`src/rtl/core/cdq_pkg.sv`:
```
// ----------------------------------------------------------------------------
// cdq_pkg
// Shared types and codes for the circular double-ended queue unit.
// ----------------------------------------------------------------------------
package cdq_pkg;

    localparam int DEPTH_DEF      = 8;
    localparam int DATA_WIDTH_DEF = 32;
    localparam int FIELD_W        = 32;
    localparam int OCC_W          = 4;

    localparam logic [1:0] ACT_PUSH_BACK  = 2'd0;
    localparam logic [1:0] ACT_PUSH_FRONT = 2'd1;
    localparam logic [1:0] ACT_POP_BACK   = 2'd2;
    localparam logic [1:0] ACT_POP_FRONT  = 2'd3;

    localparam logic [1:0] ST_DONE  = 2'd0;
    localparam logic [1:0] ST_FULL  = 2'd1;
    localparam logic [1:0] ST_EMPTY = 2'd2;

    typedef struct packed {
        logic [1:0]         action;
        logic [FIELD_W-1:0] push_value;
    } req_word_t;

    typedef struct packed {
        logic [FIELD_W-1:0] popped_value;
        logic [1:0]         status;
        logic [OCC_W-1:0]   occupancy;
        logic               is_empty;
        logic               is_full;
    } rsp_word_t;

    typedef struct packed {
        logic accept;
        logic load_rd;
    } ctrl_cmd_t;

    typedef struct packed {
        logic pop_pending;
    } ctrl_sts_t;

endpackage

```
`src/rtl/core/cdq_ram.sv`:
```
// ----------------------------------------------------------------------------
// cdq_ram
// Simple dual-port RAM, one write and one registered read per cycle.
// ----------------------------------------------------------------------------
module cdq_ram #(
    parameter int WIDTH = 32,
    parameter int DEPTH = 8
) (
    input  logic                     clk,
    input  logic                     we,
    input  logic [$clog2(DEPTH)-1:0] waddr,
    input  logic [WIDTH-1:0]         wdata,
    input  logic                     re,
    input  logic [$clog2(DEPTH)-1:0] raddr,
    output logic [WIDTH-1:0]         rdata
);

    logic [WIDTH-1:0] mem_reg [DEPTH];
    logic [WIDTH-1:0] rdata_reg;

    always_ff @(posedge clk)
    begin
        if (we)
        begin
            mem_reg[waddr] <= wdata;
        end
        if (re)
        begin
            rdata_reg <= mem_reg[raddr];
        end
    end

    assign rdata = rdata_reg;

endmodule

```
`src/rtl/core/cdq_ctrl.sv`:
```
// ----------------------------------------------------------------------------
// cdq_ctrl
// Handshake controller: accept, optional RAM read wait, result hold.
// ----------------------------------------------------------------------------
module cdq_ctrl
    import cdq_pkg::*;
(
    input  logic       clk,
    input  logic       rst_n,
    input  logic       req_valid,
    output logic       req_ready,
    output logic       rsp_valid,
    input  logic       rsp_ready,
    input  ctrl_sts_t  sts,
    output ctrl_cmd_t  cmd
);

    localparam logic [1:0] S_IDLE = 2'd0;
    localparam logic [1:0] S_READ = 2'd1;
    localparam logic [1:0] S_OUT  = 2'd2;

    logic [1:0] state_reg;
    logic [1:0] state_next;

    always_comb
    begin
        state_next = state_reg;
        case (state_reg)
            S_IDLE:
            begin
                if (req_valid)
                begin
                    state_next = sts.pop_pending ? S_READ : S_OUT;
                end
            end
            S_READ:
            begin
                state_next = S_OUT;
            end
            S_OUT:
            begin
                if (rsp_ready)
                begin
                    state_next = S_IDLE;
                end
            end
            default:
            begin
                state_next = S_IDLE;
            end
        endcase
    end

    always_ff @(posedge clk or negedge rst_n)
    begin
        if (!rst_n)
        begin
            state_reg <= S_IDLE;
        end
        else
        begin
            state_reg <= state_next;
        end
    end

    assign req_ready   = (state_reg == S_IDLE);
    assign rsp_valid   = (state_reg == S_OUT);
    assign cmd.accept  = req_valid && (state_reg == S_IDLE);
    assign cmd.load_rd = (state_reg == S_READ);

endmodule

```
`src/rtl/core/cdq_dp.sv`:
```
// ----------------------------------------------------------------------------
// cdq_dp
// Datapath: pointers, occupancy count, slot RAM and result register.
// ----------------------------------------------------------------------------
module cdq_dp
    import cdq_pkg::*;
#(
    parameter int DEPTH      = DEPTH_DEF,
    parameter int DATA_WIDTH = DATA_WIDTH_DEF
) (
    input  logic       clk,
    input  logic       rst_n,
    input  req_word_t  req,
    input  ctrl_cmd_t  cmd,
    output ctrl_sts_t  sts,
    output rsp_word_t  rsp
);

    localparam int AW = $clog2(DEPTH);
    localparam int CW = $clog2(DEPTH + 1);
    localparam logic [AW-1:0] PTR_LAST = AW'(DEPTH - 1);
    localparam logic [CW-1:0] CNT_FULL = CW'(DEPTH);

    logic [AW-1:0] front_reg, front_next;
    logic [AW-1:0] back_reg, back_next;
    logic [CW-1:0] cnt_reg, cnt_next;
    rsp_word_t     rsp_reg, rsp_next;

    logic [AW-1:0]         front_inc, front_dec, back_inc, back_dec, idx;
    logic [CW-1:0]         cnt_after;
    logic                  is_push, full, empty, ok;
    logic [DATA_WIDTH-1:0] rdata;

    assign is_push = ~req.action[1];
    assign full    = (cnt_reg == CNT_FULL);
    assign empty   = (cnt_reg == '0);
    assign ok      = is_push ? !full : !empty;

    assign front_inc = (front_reg == PTR_LAST) ? '0 : front_reg + 1'b1;
    assign front_dec = (front_reg == '0) ? PTR_LAST : front_reg - 1'b1;
    assign back_inc  = (back_reg == PTR_LAST) ? '0 : back_reg + 1'b1;
    assign back_dec  = (back_reg == '0) ? PTR_LAST : back_reg - 1'b1;

    always_comb
    begin
        front_next = front_reg;
        back_next  = back_reg;
        case (req.action)
            ACT_PUSH_BACK:
            begin
                idx       = back_reg;
                back_next = back_inc;
            end
            ACT_PUSH_FRONT:
            begin
                idx        = front_dec;
                front_next = front_dec;
            end
            ACT_POP_BACK:
            begin
                idx       = back_dec;
                back_next = back_dec;
            end
            ACT_POP_FRONT:
            begin
                idx        = front_reg;
                front_next = front_inc;
            end
            default:
            begin
                idx = front_reg;
            end
        endcase
    end

    assign cnt_next  = is_push ? cnt_reg + 1'b1 : cnt_reg - 1'b1;
    assign cnt_after = ok ? cnt_next : cnt_reg;

    always_comb
    begin
        rsp_next = rsp_reg;
        if (cmd.accept)
        begin
            rsp_next.popped_value = '0;
            rsp_next.status       = ok ? ST_DONE : (is_push ? ST_FULL : ST_EMPTY);
            rsp_next.occupancy    = OCC_W'(cnt_after);
            rsp_next.is_empty     = (cnt_after == '0);
            rsp_next.is_full      = (cnt_after == CNT_FULL);
        end
        else if (cmd.load_rd)
        begin
            rsp_next.popped_value = FIELD_W'(rdata);
        end
    end

    always_ff @(posedge clk or negedge rst_n)
    begin
        if (!rst_n)
        begin
            front_reg <= '0;
            back_reg  <= '0;
            cnt_reg   <= '0;
        end
        else if (cmd.accept && ok)
        begin
            front_reg <= front_next;
            back_reg  <= back_next;
            cnt_reg   <= cnt_next;
        end
    end

    always_ff @(posedge clk)
    begin
        rsp_reg <= rsp_next;
    end

    cdq_ram #(
        .WIDTH (DATA_WIDTH),
        .DEPTH (DEPTH)
    ) u_ram (
        .clk   (clk),
        .we    (cmd.accept && ok && is_push),
        .waddr (idx),
        .wdata (DATA_WIDTH'(req.push_value)),
        .re    (cmd.accept && ok && !is_push),
        .raddr (idx),
        .rdata (rdata)
    );

    assign sts.pop_pending = ok && !is_push;
    assign rsp             = rsp_reg;

    a_cnt_bound: assert property (@(posedge clk) disable iff (!rst_n)
        cnt_reg <= CNT_FULL)
        else $error("occupancy count above capacity");

    a_reject_hold: assert property (@(posedge clk) disable iff (!rst_n)
        cmd.accept && !ok |=> $stable(cnt_reg) && $stable(front_reg) && $stable(back_reg))
        else $error("rejected word changed queue state");

    a_idle_hold: assert property (@(posedge clk) disable iff (!rst_n)
        !cmd.accept |=> $stable(cnt_reg) && $stable(front_reg) && $stable(back_reg))
        else $error("queue state moved without an accepted word");

    a_empty_ptrs: assert property (@(posedge clk) disable iff (!rst_n)
        (cnt_reg == '0) || (cnt_reg == CNT_FULL) |-> front_reg == back_reg)
        else $error("pointers disagree with empty or full count");

endmodule

```
`src/rtl/core/circular_double_ended_queue_unit.sv`:
```
// ----------------------------------------------------------------------------
// circular_double_ended_queue_unit
// Fixed-capacity double-ended queue kept in a circular RAM buffer.
// ----------------------------------------------------------------------------
// Usage:
//   req channel (req_valid/req_ready/req) carries one word per action:
//   push back, push front, pop back or pop front. rsp channel
//   (rsp_valid/rsp_ready/rsp) returns exactly one word per request with
//   the popped value, status, occupancy and empty/full flags.
//   A push into a full queue or a pop from an empty one is rejected with
//   the matching status and leaves the queue unchanged.
//   Timing: a push or rejected action shows its result in the cycle after
//   acceptance; a successful pop goes through the registered RAM read
//   and then the result register. One action is in flight at a time;
//   req_ready is low until the result has been taken.
//   Reset empties the queue (pointers and count cleared); slot contents
//   are not cleared and need no clearing pass. A stalled result simply
//   holds on rsp until rsp_ready.
// ----------------------------------------------------------------------------
module circular_double_ended_queue_unit
    import cdq_pkg::*;
#(
    parameter int DEPTH      = DEPTH_DEF,
    parameter int DATA_WIDTH = DATA_WIDTH_DEF
) (
    input  logic      clk,
    input  logic      rst_n,
    input  logic      req_valid,
    output logic      req_ready,
    input  req_word_t req,
    output logic      rsp_valid,
    input  logic      rsp_ready,
    output rsp_word_t rsp
);

    ctrl_cmd_t cmd;
    ctrl_sts_t sts;

    cdq_ctrl u_ctrl (
        .clk       (clk),
        .rst_n     (rst_n),
        .req_valid (req_valid),
        .req_ready (req_ready),
        .rsp_valid (rsp_valid),
        .rsp_ready (rsp_ready),
        .sts       (sts),
        .cmd       (cmd)
    );

    cdq_dp #(
        .DEPTH      (DEPTH),
        .DATA_WIDTH (DATA_WIDTH)
    ) u_dp (
        .clk   (clk),
        .rst_n (rst_n),
        .req   (req),
        .cmd   (cmd),
        .sts   (sts),
        .rsp   (rsp)
    );

endmodule

```
`config.mk`:
```
export PLATFORM = sky130hd
export DESIGN_NAME = circular_double_ended_queue_unit
export DESIGN_NICKNAME = d
export VERILOG_FILES = /design/src/rtl/core/cdq_pkg.sv /design/src/rtl/core/cdq_ram.sv /design/src/rtl/core/cdq_ctrl.sv /design/src/rtl/core/cdq_dp.sv /design/src/rtl/core/circular_double_ended_queue_unit.sv
export SDC_FILE = /design/constraint.sdc
export NUM_CORES = 1
export LEC_CHECK = 0
export ABC_AREA = 1
export BUFFER_PORTS_ARGS = -buffer_cell sky130_fd_sc_hd__buf_2
export CAP_MARGIN = 20
export CORE_ASPECT_RATIO = 1.25
export CORE_MARGIN = 1
export CORE_UTILIZATION = 35
export DETAILED_ROUTE_END_ITERATION = 10
export PLACE_DENSITY = 0.53
export SLEW_MARGIN = 20
export SYNTH_ARGS = -nofsm -noshare
export SYNTH_HDL_FRONTEND = slang
export SYNTH_SLANG_ARGS = --single-unit
export TNS_END_PERCENT = 50
```
`constraint.sdc`:
```
create_clock -name clk -period 6.1 [get_ports clk]
set_clock_uncertainty 0.2 [all_clocks]
set_input_delay 0.305 -clock clk [delete_from_list [all_inputs] [get_ports clk]]
set_output_delay 0.305 -clock clk [all_outputs]
set_load 0.05 [all_outputs]
```
==> summary.md <==
| Metric | Value |
|---|---|
| RSZ-0062 raised after global routing | `no` |
| Clock buffer count from CTS | `35` |
| Layout cells sized above 1 | `11.8%` |
| Hold Buf Count CTS | `35` |
| Final setup fails | `0` |
| CP endpoint kind | `flip-flop` |
| Die ar. | `roughly 41000 µm²` |
| Max Cap Viol | `0` |
| Initial core utilization | `35.5%` |
| Final Total Pwr | `7.41 mW` |
| R2r setup slk | `approximately 2.2 ns` |
| Max frequency | `between 0.2 and 0.3 GHz` |
| Global route overflow | `0` |
| First-pass GRT wire length | `54.8 mm` |
| Post-DP Area | `15400 µm²` |
| WL/cell | `17.6 µm` |
| Final Non-Filler Cells | `1970` |
| Cell area after synthesis | `approximately 14000 µm²` |
| CTS tree | `done` |
| Syn_nets | `1385` |
| Status | `finished clean` |
| Placed Cells | `1874` |
| Fill count | `3810` |
| DRC viols | `0` |
| Slew @ Worst Pin | `roughly 0.94 ns` |
| Final wirelength | `34.7 mm` |
| Ant. Diodes | `0` |
| Pwr Density | `approximately 440 nW/µm²` |
| Root buf cell | `clkbuf_16` |
| Io pins | `80` |
| Ys Warns | `0` |
| Most common cell after layout, fill and taps aside | `nand2_1` |
| PortBufs | `79` |
| Post-detail-place hpwl | `20.4 mm` |
| CP required | `6.29 ns` |
| Max FFs per register | `about 260` |
| Yosys cell types | `29` |
| CTS sink cnt | `340` |
| Iteration-0 DRC Markers | `676` |
| Fin. Hold Viols | `0` |
| Via count | `around 9600` |
| Final ANT Viol Nets | `0` |
| Post-CTS Setup Repair Bufs | `0` |
| Seq/Total Area, Yosys | `69.3%` |
| Fin util | `42.0%` |
| Global placer's final weighted congestion | `0.765` |
| Static Leak | `roughly 7.0 nW` |
| Post-Synthesis Cells | `1336` |
| Clk buf depth | `3` |
| Fin area | `16800 µm²` |
| Largest net degree at the start of global routing | `80` |
| CP Class | `flip-flop to flip-flop` |
| Hold slack | `0.00620 ns` |
| Sum Neg Setup Slack | `0 ns` |
| Pre-antenna DRT Iters | `5` |
| Final period utilization | `64.5%` |
| H-tree level count | `2` |
| Maximum vdd drop | `~0.24 mV` |
| Avg Inst Size Synth | `around 11 µm²` |
| Min Clock Period, post-route | `3.94 ns` |
| Rows | `82` |
| Vias in the first global route | `9722` |
| Commonest non-fill, non-tap cells in the layout | `nand2_1, edfxtp_1, nand3_1` |
| FF+latch count, synth | `340` |
| Critical Path AT | `4.13 ns` |
| Total global-route track usage | `17.2%` |
| Post-route worst setup slack | `2.16 ns` |
| Clk Latency, worst-skew pair | `about 0.53 ns` |
| Crit Path Max Fanout | `64` |
| Core area | `between 40000 and 50000 µm²` |
| Horiz. Die Dim | `182 µm` |
| Post-CTS sizing | `0` |
| Clock slew at reported path FFs | `roughly 0.06 ns` |
| Critical Path Start Type | `flip-flop` |
| Slew headroom | `37.6%` |
| Post-Place Worst Slack | `2.20 ns` |
| Worst hold path type | `input pin to async pin` |
| Die Y | `227 µm` |
| Initial antenna violation count | `0` |
| Via/cell ratio | `4.89` |
| Final #Nets | `about 1500` |
| Slew Viols, Final | `0` |
| Area added between synthesis and finish | `18.4%` |
## report_power, final
group          internal, mW  leakage [nW]  switching (mW)
logic                 0.643          3.38            1.77
clock network          1.14         0.499           0.860
registers              2.88          3.09           0.117
## cells by family (layout without fill, tap and decap cells)
kind of cell             after synthesis  after routing  synth area share (%)
AO/OA/AOI/OAI                         20             20                 0.759
XOR/XNOR                               3              3                 0.185
adder cells (fa/ha/maj)               11             11                  1.02
buffers and inverters                165            295                  4.92
flip-flops                           340            340                  69.3
AND/OR/NAND/NOR                      797            797                  23.8
## worst max-delay path: stages, from the launching register on
cell and delay (ns):
dfrtp_1 0.42, inv_1 0.12, ha_1 0.18, nand2_1 0.06, nand2_1 0.09, nand2_2 0.51
nand3_4 0.33, buf_4 0.60, buf_4 0.70, nand3_1 0.14, nand2_1 0.11, nand2_1 0.05
nand2_1 0.08, clkinv_1 0.06, nand2_1 0.06
## routing by layer
layer  track usage, %  up-vias  part of all wire (%)
met1             21.4     4684                    44
met5                0        -                     0
li1                 -     4692                     -
met2             30.7      207                    50
met3             2.56       55                   4.3
met4             5.56        0                   2.5
## layout make-up
class                      count  area, µm²  area share, %
sequential                   340       9830           58.5
multi-input combinational    831       3740           22.2
timing repair buffer         142       1210           7.20
inverter                      93        349           2.08
clock inverter                14        121          0.723
tap                          504        631           3.76
clock buffer                  46        917           5.46
## cells in the mapped netlist
library cell / count / share of area [%]
a21oi_1: 4 / 0.14
ha_1: 10 / 0.88
fa_1: 1 / 0.14
inv_1: 78 / 2.1
xor2_1: 2 / 0.12
clkinv_1: 13 / 0.34
clkbuf_1: 24 / 0.64
inv_2: 2 / 0.053
nand3b_1: 1 / 0.053
dfrtp_1: 12 / 2.1
buf_2: 33 / 1.2
nand4_1: 34 / 1.5
nand2_1: 522 / 14
nor2_1: 30 / 0.79
edfxtp_1: 296 / 63
nor2_4: 1 / 0.079
or3_1: 1 / 0.044
nor2_2: 5 / 0.22
o21ai_0: 13 / 0.46
dfxtp_1: 32 / 4.5
buf_4: 10 / 0.53
nand2_2: 2 / 0.088
o31ai_1: 1 / 0.053
buf_1: 5 / 0.13
nand3_1: 199 / 7.0
nand3_4: 1 / 0.12
o211ai_1: 2 / 0.11
xnor2_1: 1 / 0.062
nand2_4: 1 / 0.079
## worst paths after layout
kind	start	to	cells after the start
min	rst_n	u_dp.front_reg[2]$_DFFE_PN0P_	2
min in group clk	req[32]	u_dp.back_reg[2]$_DFFE_PN0P_	4
max	u_dp.front_reg[0]$_DFFE_PN0P_	u_dp.u_ram.rdata[14]$_DFFE_PP_	14
max reg2reg	u_dp.front_reg[0]$_DFFE_PN0P_	u_dp.u_ram.rdata[14]$_DFFE_PP_	14
min reg2reg	u_dp.u_ram.rdata[2]$_DFFE_PP_	u_dp.rsp[10]$_SDFFE_PP0P_	2
max in group asynchronous	rst_n	u_ctrl.state_reg[1]$_DFFE_PN0P_	2
Power figures use the tool's default switching activity.
